==> src/sv/ccc_pkg.sv <==
// shared types, constants and calendar functions for the calendar clock counter
package ccc_pkg;

    // action codes of an input item
    localparam logic [2:0] ACT_MS_TICK  = 3'd0;
    localparam logic [2:0] ACT_SEC_TICK = 3'd1;
    localparam logic [2:0] ACT_SET_DATE = 3'd2;
    localparam logic [2:0] ACT_SET_TIME = 3'd3;
    localparam logic [2:0] ACT_SET_ALL  = 3'd4;

    // last value of each counter before it wraps
    localparam logic [9:0]  MS_LAST      = 10'd999;
    localparam logic [5:0]  SEC_LAST     = 6'd59;
    localparam logic [5:0]  MIN_LAST     = 6'd59;
    localparam logic [4:0]  HOUR_LAST_24 = 5'd23;
    localparam logic [4:0]  HOUR_LAST_12 = 5'd11;
    localparam logic [3:0]  MONTH_LAST   = 4'd12;
    localparam logic [13:0] YEAR_LAST    = 14'd9999;
    localparam logic [2:0]  WDAY_LAST    = 3'd7;
    localparam logic        HALF_LAST    = 1'b1;

    // reset values
    localparam logic [13:0] YEAR_RST  = 14'd2000;
    localparam logic [3:0]  MONTH_RST = 4'd1;
    localparam logic [4:0]  DAY_RST   = 5'd1;
    localparam logic [2:0]  WDAY_RST  = 3'd6;

    // one result item: the full time after the step
    typedef struct packed {
        logic [13:0] year;
        logic [3:0]  month;
        logic [4:0]  day;
        logic [4:0]  hour;
        logic [5:0]  minute;
        logic [5:0]  second;
        logic [9:0]  millisecond;
        logic [2:0]  weekday;
        logic        pm_flag;
        logic        accepted;
    } result_t;

    // divisibility by 25: 1024 = -1 and 32 = 7 (mod 25), folded into a small value
    function automatic logic div_by_25(input logic [13:0] y);
        logic [8:0] t;
        logic       hit;
        t = {1'b0, y[9:5], 3'b000} - {4'b0, y[9:5]} + {4'b0, y[4:0]}
            + 9'd25 - {5'b0, y[13:10]};
        hit = 1'b0;
        for (int k = 0; k <= 10; k++) begin
            if (t == 9'(k * 25)) begin
                hit = 1'b1;
            end
        end
        return hit;
    endfunction

    // gregorian leap rule: by 4 and not by 100, or by 400
    function automatic logic leap_year(input logic [13:0] y);
        logic d25;
        d25 = div_by_25(y);
        return (y[1:0] == 2'b00) && (!d25 || (y[3:0] == 4'b0000));
    endfunction

    // month length, 31 for months out of range
    function automatic logic [4:0] days_in(input logic [13:0] y, input logic [3:0] m);
        logic [4:0] d;
        case (m)
            4'd2:    d = leap_year(y) ? 5'd29 : 5'd28;
            4'd4:    d = 5'd30;
            4'd6:    d = 5'd30;
            4'd9:    d = 5'd30;
            4'd11:   d = 5'd30;
            default: d = 5'd31;
        endcase
        return d;
    endfunction

endpackage

==> src/sv/calendar_clock_counter.sv <==
// top level: calendar clock built as a carry chain of counter cells
// the result item of an accepted item is registered into the output buffer
// throughput: one item per cycle while in_stall is low; the carry ripples through the whole cell chain
// (millisecond to year) within the same cycle
// results pass a two-entry output buffer; in_stall rises only when both entries hold items
// reset: 2000-01-01 00:00:00.000, Saturday, AM, 24-hour mode, output buffer empty
module calendar_clock_counter (
    input  logic        clk,
    input  logic        rst_n,
    // configuration
    input  logic        cfg_wr_en,
    input  logic        cfg_wr_data,
    // input channel
    input  logic        in_valid,
    output logic        in_stall,
    input  logic [2:0]  action,
    input  logic [13:0] new_year,
    input  logic [3:0]  new_month,
    input  logic [4:0]  new_day,
    input  logic [4:0]  new_hour,
    input  logic [5:0]  new_minute,
    input  logic [5:0]  new_second,
    input  logic [9:0]  new_millisecond,
    input  logic [2:0]  new_weekday,
    input  logic        new_half_day,
    // output channel
    output logic        out_valid,
    input  logic        out_stall,
    output logic [13:0] year,
    output logic [3:0]  month,
    output logic [4:0]  day,
    output logic [4:0]  hour,
    output logic [5:0]  minute,
    output logic [5:0]  second,
    output logic [9:0]  millisecond,
    output logic [2:0]  weekday,
    output logic        pm_flag,
    output logic        accepted
);

    logic             mode_reg;
    logic             in_accept;
    logic             date_ok;
    logic             time_ok;
    logic             wday_ok;
    logic             acc;
    logic             ms_inc;
    logic             sec_inc;
    logic             set_date;
    logic             set_time;
    logic             set_all;
    logic [4:0]       hour_last;
    logic [4:0]       day_last;
    logic             day_inc;

    logic [9:0]  ms_q, ms_n;
    logic [5:0]  sec_q, sec_n;
    logic [5:0]  min_q, min_n;
    logic [4:0]  hour_q, hour_n;
    logic [4:0]  day_q, day_n;
    logic [3:0]  month_q, month_n;
    logic [13:0] year_q, year_n;
    logic [2:0]  wday_q, wday_n;
    logic        half_q, half_n;

    logic ms_c, sec_c, min_c, hour_c, day_c, month_c, year_c, wday_c, half_c;

    ccc_pkg::result_t res;
    ccc_pkg::result_t res_out;

    // hour mode register
    always_ff @(posedge clk or negedge rst_n)
    begin
        if (!rst_n)
        begin
            mode_reg <= 1'b0;
        end
        else if (cfg_wr_en)
        begin
            mode_reg <= cfg_wr_data;
        end
    end

    assign in_accept = in_valid && !in_stall;

    // validation of set requests
    assign date_ok = (new_year <= ccc_pkg::YEAR_LAST) && (new_month >= 4'd1)
                     && (new_month <= ccc_pkg::MONTH_LAST) && (new_day >= 5'd1)
                     && (new_day <= ccc_pkg::days_in(new_year, new_month));
    assign time_ok = (new_hour <= ccc_pkg::HOUR_LAST_24) && (new_minute <= ccc_pkg::MIN_LAST)
                     && (new_second <= ccc_pkg::SEC_LAST)
                     && (new_millisecond <= ccc_pkg::MS_LAST);
    assign wday_ok = (new_weekday >= 3'd1) && (new_weekday <= ccc_pkg::WDAY_LAST);

    // action decode
    always_comb
    begin
        case (action)
            ccc_pkg::ACT_MS_TICK:  acc = 1'b1;
            ccc_pkg::ACT_SEC_TICK: acc = 1'b1;
            ccc_pkg::ACT_SET_DATE: acc = date_ok;
            ccc_pkg::ACT_SET_TIME: acc = time_ok;
            ccc_pkg::ACT_SET_ALL:  acc = date_ok && time_ok && wday_ok;
            default:               acc = 1'b0;
        endcase
    end

    assign ms_inc   = in_accept && (action == ccc_pkg::ACT_MS_TICK);
    assign sec_inc  = (in_accept && (action == ccc_pkg::ACT_SEC_TICK)) || ms_c;
    assign set_all  = in_accept && acc && (action == ccc_pkg::ACT_SET_ALL);
    assign set_date = (in_accept && acc && (action == ccc_pkg::ACT_SET_DATE)) || set_all;
    assign set_time = (in_accept && acc && (action == ccc_pkg::ACT_SET_TIME)) || set_all;

    // limits that depend on mode and calendar
    assign hour_last = mode_reg ? ccc_pkg::HOUR_LAST_12 : ccc_pkg::HOUR_LAST_24;
    assign day_last  = ccc_pkg::days_in(year_q, month_q);
    assign day_inc   = mode_reg ? half_c : hour_c;

    // time-of-day cells
    ccc_cell #(.WIDTH(10), .RST_VAL(10'd0), .WRAP_VAL(10'd0)) u_ms (
        .clk(clk), .rst_n(rst_n), .inc(ms_inc), .last(ccc_pkg::MS_LAST),
        .load(set_time), .load_val(new_millisecond),
        .count(ms_q), .count_next(ms_n), .carry(ms_c)
    );

    ccc_cell #(.WIDTH(6), .RST_VAL(6'd0), .WRAP_VAL(6'd0)) u_sec (
        .clk(clk), .rst_n(rst_n), .inc(sec_inc), .last(ccc_pkg::SEC_LAST),
        .load(set_time), .load_val(new_second),
        .count(sec_q), .count_next(sec_n), .carry(sec_c)
    );

    ccc_cell #(.WIDTH(6), .RST_VAL(6'd0), .WRAP_VAL(6'd0)) u_min (
        .clk(clk), .rst_n(rst_n), .inc(sec_c), .last(ccc_pkg::MIN_LAST),
        .load(set_time), .load_val(new_minute),
        .count(min_q), .count_next(min_n), .carry(min_c)
    );

    ccc_cell #(.WIDTH(5), .RST_VAL(5'd0), .WRAP_VAL(5'd0)) u_hour (
        .clk(clk), .rst_n(rst_n), .inc(min_c), .last(hour_last),
        .load(set_time), .load_val(new_hour),
        .count(hour_q), .count_next(hour_n), .carry(hour_c)
    );

    // am/pm flag, carries on the pm-to-am flip
    ccc_cell #(.WIDTH(1), .RST_VAL(1'b0), .WRAP_VAL(1'b0)) u_half (
        .clk(clk), .rst_n(rst_n), .inc(hour_c && mode_reg), .last(ccc_pkg::HALF_LAST),
        .load(set_all), .load_val(new_half_day),
        .count(half_q), .count_next(half_n), .carry(half_c)
    );

    // calendar cells
    ccc_cell #(.WIDTH(3), .RST_VAL(ccc_pkg::WDAY_RST), .WRAP_VAL(3'd1)) u_wday (
        .clk(clk), .rst_n(rst_n), .inc(day_inc), .last(ccc_pkg::WDAY_LAST),
        .load(set_all), .load_val(new_weekday),
        .count(wday_q), .count_next(wday_n), .carry(wday_c)
    );

    ccc_cell #(.WIDTH(5), .RST_VAL(ccc_pkg::DAY_RST), .WRAP_VAL(5'd1)) u_day (
        .clk(clk), .rst_n(rst_n), .inc(day_inc), .last(day_last),
        .load(set_date), .load_val(new_day),
        .count(day_q), .count_next(day_n), .carry(day_c)
    );

    ccc_cell #(.WIDTH(4), .RST_VAL(ccc_pkg::MONTH_RST), .WRAP_VAL(4'd1)) u_month (
        .clk(clk), .rst_n(rst_n), .inc(day_c), .last(ccc_pkg::MONTH_LAST),
        .load(set_date), .load_val(new_month),
        .count(month_q), .count_next(month_n), .carry(month_c)
    );

    ccc_cell #(.WIDTH(14), .RST_VAL(ccc_pkg::YEAR_RST), .WRAP_VAL(14'd0)) u_year (
        .clk(clk), .rst_n(rst_n), .inc(month_c), .last(ccc_pkg::YEAR_LAST),
        .load(set_date), .load_val(new_year),
        .count(year_q), .count_next(year_n), .carry(year_c)
    );

    // result item: the state after this step
    always_comb
    begin
        res.year        = year_n;
        res.month       = month_n;
        res.day         = day_n;
        res.hour        = hour_n;
        res.minute      = min_n;
        res.second      = sec_n;
        res.millisecond = ms_n;
        res.weekday     = wday_n;
        res.pm_flag     = half_n;
        res.accepted    = acc;
    end

    ccc_out_buf u_out_buf (
        .clk(clk), .rst_n(rst_n), .push(in_accept), .push_data(res),
        .full(in_stall), .out_valid(out_valid), .out_stall(out_stall),
        .out_data(res_out)
    );

    // output ports
    assign year        = res_out.year;
    assign month       = res_out.month;
    assign day         = res_out.day;
    assign hour        = res_out.hour;
    assign minute      = res_out.minute;
    assign second      = res_out.second;
    assign millisecond = res_out.millisecond;
    assign weekday     = res_out.weekday;
    assign pm_flag     = res_out.pm_flag;
    assign accepted    = res_out.accepted;

    // a full buffer always shows an item at the port
    a_stall_has_item: assert property (@(posedge clk) disable iff (!rst_n)
        in_stall |-> out_valid)
        else $error("input stalled with no result item pending");

    // an accepted item always leaves a result item behind
    a_accept_gives_item: assert property (@(posedge clk) disable iff (!rst_n)
        in_accept |=> out_valid)
        else $error("accepted item produced no result item");

    // counters move only on an accepted item
    a_state_holds: assert property (@(posedge clk) disable iff (!rst_n)
        !in_accept |=> $stable({year_q, month_q, day_q, hour_q, min_q, sec_q, ms_q,
                                wday_q, half_q}))
        else $error("calendar state changed without an item");

    // calendar stays in range
    a_calendar_range: assert property (@(posedge clk) disable iff (!rst_n)
        (month_q >= 4'd1) && (month_q <= ccc_pkg::MONTH_LAST) && (day_q >= 5'd1)
        && (ms_q <= ccc_pkg::MS_LAST) && (year_q <= ccc_pkg::YEAR_LAST)
        && (hour_q <= ccc_pkg::HOUR_LAST_24) && (wday_q >= 3'd1))
        else $error("calendar counter out of range");

    // year and weekday cells wrap to their first value
    a_top_wrap: assert property (@(posedge clk) disable iff (!rst_n)
        (!year_c || (year_n == 14'd0)) && (!wday_c || (wday_n == 3'd1)))
        else $error("year or weekday wrapped to a wrong value");

endmodule

==> src/sv/ccc_cell.sv <==
// one counter cell of the carry chain: loads on load, else increments on carry in and wraps after its last value
module ccc_cell #(
    parameter int                 WIDTH    = 6,
    parameter logic [WIDTH-1:0]   RST_VAL  = '0,
    parameter logic [WIDTH-1:0]   WRAP_VAL = '0
) (
    input  logic             clk,
    input  logic             rst_n,
    input  logic             inc,
    input  logic [WIDTH-1:0] last,
    input  logic             load,
    input  logic [WIDTH-1:0] load_val,
    output logic [WIDTH-1:0] count,
    output logic [WIDTH-1:0] count_next,
    output logic             carry
);

    logic [WIDTH-1:0] count_reg;

    // carry out when the increment passes the last value
    always_comb
    begin
        carry = inc && (count_reg >= last);
        if (load)
        begin
            count_next = load_val;
        end
        else if (carry)
        begin
            count_next = WRAP_VAL;
        end
        else if (inc)
        begin
            count_next = count_reg + WIDTH'(1);
        end
        else
        begin
            count_next = count_reg;
        end
    end

    // count register
    always_ff @(posedge clk or negedge rst_n)
    begin
        if (!rst_n)
        begin
            count_reg <= RST_VAL;
        end
        else
        begin
            count_reg <= count_next;
        end
    end

    assign count = count_reg;

endmodule

==> src/sv/ccc_out_buf.sv <==
// two-entry output buffer for result items
module ccc_out_buf (
    input  logic             clk,
    input  logic             rst_n,
    input  logic             push,
    input  ccc_pkg::result_t push_data,
    output logic             full,
    output logic             out_valid,
    input  logic             out_stall,
    output ccc_pkg::result_t out_data
);

    logic             main_valid_reg;
    logic             skid_valid_reg;
    ccc_pkg::result_t main_reg;
    ccc_pkg::result_t skid_reg;

    // main entry drives the port, skid entry catches an item while the port stalls
    always_ff @(posedge clk or negedge rst_n)
    begin
        if (!rst_n)
        begin
            main_valid_reg <= 1'b0;
            skid_valid_reg <= 1'b0;
        end
        else if (!main_valid_reg || !out_stall)
        begin
            if (skid_valid_reg)
            begin
                main_valid_reg <= 1'b1;
                skid_valid_reg <= 1'b0;
            end
            else
            begin
                main_valid_reg <= push;
            end
        end
        else if (push)
        begin
            skid_valid_reg <= 1'b1;
        end
    end

    // payload, no reset
    always_ff @(posedge clk)
    begin
        if (!main_valid_reg || !out_stall)
        begin
            main_reg <= skid_valid_reg ? skid_reg : push_data;
        end
        else if (push)
        begin
            skid_reg <= push_data;
        end
    end

    assign full      = skid_valid_reg;
    assign out_valid = main_valid_reg;
    assign out_data  = main_reg;

endmodule

==> config.mk <==
export PLATFORM = sky130hd
export DESIGN_NAME = calendar_clock_counter
export DESIGN_NICKNAME = d
export VERILOG_FILES = /design/src/sv/ccc_pkg.sv /design/src/sv/calendar_clock_counter.sv /design/src/sv/ccc_cell.sv /design/src/sv/ccc_out_buf.sv
export SDC_FILE = /design/constraint.sdc
export NUM_CORES = 1
export LEC_CHECK = 0
export ABC_CLOCK_PERIOD_IN_PS = 9950
export BUFFER_PORTS_ARGS = -buffer_cell sky130_fd_sc_hd__buf_2
export CELL_PAD_IN_SITES_DETAIL_PLACEMENT = 1
export CELL_PAD_IN_SITES_GLOBAL_PLACEMENT = 2
export CORE_ASPECT_RATIO = 0.8
export CORE_MARGIN = 1.5
export CORE_UTILIZATION = 40
export DETAILED_ROUTE_END_ITERATION = 10
export HOLD_SLACK_MARGIN = 0.08
export PLACE_DENSITY_LB_ADDON = 0.1
export RECOVER_POWER = 100
export SYNTH_ARGS = -nofsm -noshare
export SYNTH_HDL_FRONTEND = slang
export SYNTH_SLANG_ARGS = --single-unit
==> constraint.sdc <==
create_clock -name clk -period 9.95 [get_ports clk]
set_input_delay 1.4925 -clock clk [delete_from_list [all_inputs] [get_ports clk]]
set_output_delay 1.4925 -clock clk [all_outputs]
set_load 0.005 [all_outputs]
==> summary.md <==
| Metric | Value |
|---|---|
| Post-Syn Instances | 833 |
| Leakage | 4.46 nW |
| Comb power frac | 40.2% |
| Finished Core Util | 47.2% |
| # nets final | 1083 |
| Final wirelength | 26000 um |
| Metal3 WL | 975 um |
| Max FO, Critical Path | 24 |
| Ys flop type | edfxtp_1 |
| Full die area | 24600 um2 |
| WP data required | 10.24 ns |
| Worst-Margin Slew | 4.09 ns |
| Num ports | 120 |
| P_int | 0.00196 W |
| Wire length on met2 | 11500 um |
| Fin. Hold Viols | 0 |
| Worst EP arrival | 8.52 ns |
| Postcts setup bufs | 0 |
| CTS buffer count | 17 |
| Asr flop ratio synth | 34.1% |
| Failing checks | capacitance limit, slew limit |
| RSZ-0062 raised after global routing | no |
| Clk pwr share | 25.0% |
| Core ar. | 23300 um2 |
| Fill cells | 2559 |
| EDFF count, synth | 110 |
| Post-cts resize count | 0 |
| Die Ht | 141 um |
| Largest net degree at the start of global routing | 71 |
| Final setup margin | 1.71 ns |
| Mapped Nets | 964 |
| Drt initial violations | 394 |
| Final worst clock skew | 0.0149 ns |
| Grt total ovfl | 0 |
| Area growth syn-to-layout | 16.5% |
| Detail Route Antenna Nets | 0 |
| # rows | 50 |
| Setup Crit Path Kind | primary input to flip-flop |
| Worst VDD drop | 0.172 mV |
| Final Cycle Share | 82.8% |
| Avg Cell Area, Syn | 11.4 um2 |
| Peak Freq | 0.121 GHz |
| Pre-CTS WS | 1.54 ns |
| P per Cell Area | 285 nW/um2 |
| Num Clock Sinks | 167 |
| First-pass DRT Iterations | 4 |
| DIE WIDTH | 175 um |
| Initial Util | 40.5% |
| Slew Limit Headroom | -173% |
| Fin crit period | 8.24 ns |
| Diode count | 0 |
| Via Count | 7083 |
| Met1 Wirelength | 13300 um |
| DRC errors left | 0 |
| Hold-fix buffers at CTS | 0 |
| Switching power | 0.00118 W |
| # port buffers | 119 |
| Switching part of the total | 37.7% |
| Setup violators final | 0 |
| Netlist cell types | 81 |
| Initial antenna violation count | 0 |
| Htree depth | 4 |
| GRT Util Overall | 21.7% |
| Highest Signal Layer | met4 |
| Max Cap Viol | 4 |
| Hold Crit Class | flip-flop to flip-flop |
| Seq/Total Area, Yosys | 50.1% |
| Fraction of layout cells with a size suffix above 1 | 20.9% |
| Yosys top cell by area | edfxtp_1 |
| Reg clk slew, reported paths | 0.07 ns |
| Syn. warnings | 0 |
| Setup TNS | 0 ns |
| Crit start category | primary input |
| Clock insertion delay at the later pin of the skew report | 0.44 ns |
| Sequential power share | 34.9% |
| WL per Instance | 20.4 um |
| Bufs on Longest Clock Path | 2 |
| CTS tree | yes |
| Vias per inst | 5.55 |
| #FFs+latches synth | 167 |
| Synth top area cells | edfxtp_1 35%, dfrtp_1 12%, ha_1 7.1% |
| Global-route wire length before repair | 41000 um |
| HPWL after detailed placement | 18800 um |
| Synthesized cell area | 9460 um2 |
| Routability cong. | 0.848 |
| Max Slew Vio Count | 231 |
| Outcome | complete, but fails checks |
| Crit end category | flip-flop |
| Clock Root Buffer | clkbuf_16 |
| Synth top area share | 34.9% |
| Vias in the first global route | 7301 |
stage by stage:
| step | cell area (um2) | total power (W) | instances | hold slack, ns |
|---|---|---|---|---|
| 6_report | 11000 | 0.00314 | 1277 | 0.530 |
| 5_1_grt | 11000 | 0.00338 | 1277 | 0.553 |
| 4_1_cts | 11100 | 0.00318 | 1277 | 0.535 |
| 3_5_place_dp | 10400 | 0.00238 | 1245 | 0.520 |
| 3_3_place_gp | 10400 | 0.00230 | 1245 | 0.512 |
| 2_1_floorplan | 9460 | 0.00198 | 833 | 0.498 |
cells in the final DEF, fill, tap and decap left out, types with 23 or more instances in the layout:
cell type and instances:
dfrtp_1 46, nand2_1 76, buf_2 96, inv_1 54, ha_1 54, o31ai_1 23
a21oi_1 24, edfxtp_1 110, mux2_2 44, o21ai_0 42, clkbuf_1 29, nor2_1 68
worst max-delay path, cell delays in order:
cell	delay (ns)
clkbuf_1	0.17
inv_1	0.09
fa_1	0.42
inv_1	0.08
fa_1	0.44
fa_1	0.55
inv_1	0.07
fa_1	0.46
xnor2_1	0.45
mux2i_1	0.33
nor4_1	0.08
o21ba_2	0.23
nand2_1	0.06
a311oi_1	0.28
o211ai_1	0.14
a21oi_1	0.16
ha_1	0.24
nand2_1	0.08
o2111a_1	0.19
a211oi_1	0.11
nand2_1	0.17
a21o_1	0.37
clkbuf_1	0.89
nor2_1	0.24
a31oi_1	0.46
mux2_2	0.24
cells by family (layout without fill, tap and decap cells):
logic type | count (synthesis) | count (layout) | synth area share (%)
AND/OR/NAND/NOR | 265 | 265 | 14.2
XOR/XNOR | 18 | 18 | 1.67
flip-flops | 167 | 167 | 50.1
multiplexers | 60 | 60 | 7.02
buffers and inverters | 79 | 211 | 3.47
adder cells (fa/ha/maj) | 69 | 69 | 10.2
AO/OA/AOI/OAI | 175 | 175 | 13.3
Yosys cell counts, types with 8 or more instances:
cell type,n
edfxtp_1,110
nand2_1,77
nor2_1,68
ha_1,54
inv_1,54
mux2_2,50
dfrtp_1,47
o21ai_0,41
a21oi_1,24
o31ai_1,23
nand3_1,22
nor3_1,17
fa_1,14
clkbuf_1,13
nand4_1,12
a21o_1,10
dfstp_2,10
xnor2_1,10
and3_1,9
mux2i_1,9
nand2b_1,9
o21a_1,9
xor2_1,8
worst paths after layout:
| kind | from | end | slack, ns | cells after the start |
|---|---|---|---|---|
| min | u_out_buf.skid_reg[40] | u_out_buf.out_data[40] | 0.53 | 2 |
| min in group asynchronous | rst_n | u_min.count[0] | 2.30 | 2 |
| max | new_year[2] | u_out_buf.out_data[50] | 1.71 | 26 |
| min reg2reg | u_out_buf.skid_reg[40] | u_out_buf.out_data[40] | 0.53 | 2 |
| max in group asynchronous | rst_n | u_out_buf.full | 5.39 | 2 |
| max reg2reg | u_year.count[7] | u_out_buf.out_data[53] | 2.77 | 24 |
power groups by stage:
stage | combinational [W] | sequential (W) | clock (W)
global route | 0.00144 | 0.00111 | 0.000825
detailed placement | 0.00128 | 0.00110 | 0
global placement | 0.00121 | 0.00109 | 0
finish | 0.00126 | 0.00109 | 0.000784
CTS | 0.00129 | 0.00109 | 0.000804
floorplan | 0.000919 | 0.00106 | 0
final cells by class:
type | count | area (um2) | share of cell area [%]
clock inverter | 14 | 263 | 2.38
clock buffer | 18 | 429 | 3.89
sequential | 167 | 4740 | 43.0
tap | 312 | 390 | 3.54
timing repair buffer | 125 | 593 | 5.38
inverter | 54 | 203 | 1.84
multi-input combinational | 587 | 4400 | 39.9
per-layer routing:
metal / vias to the layer above / track usage, %
met2: 151 / 32.5
met3: 23 / 3.47
met1: 3566 / 32.8
li1: 3343 / -
met5: - / 0
met4: 0 / 5.13
Power figures use the tool's default switching activity.
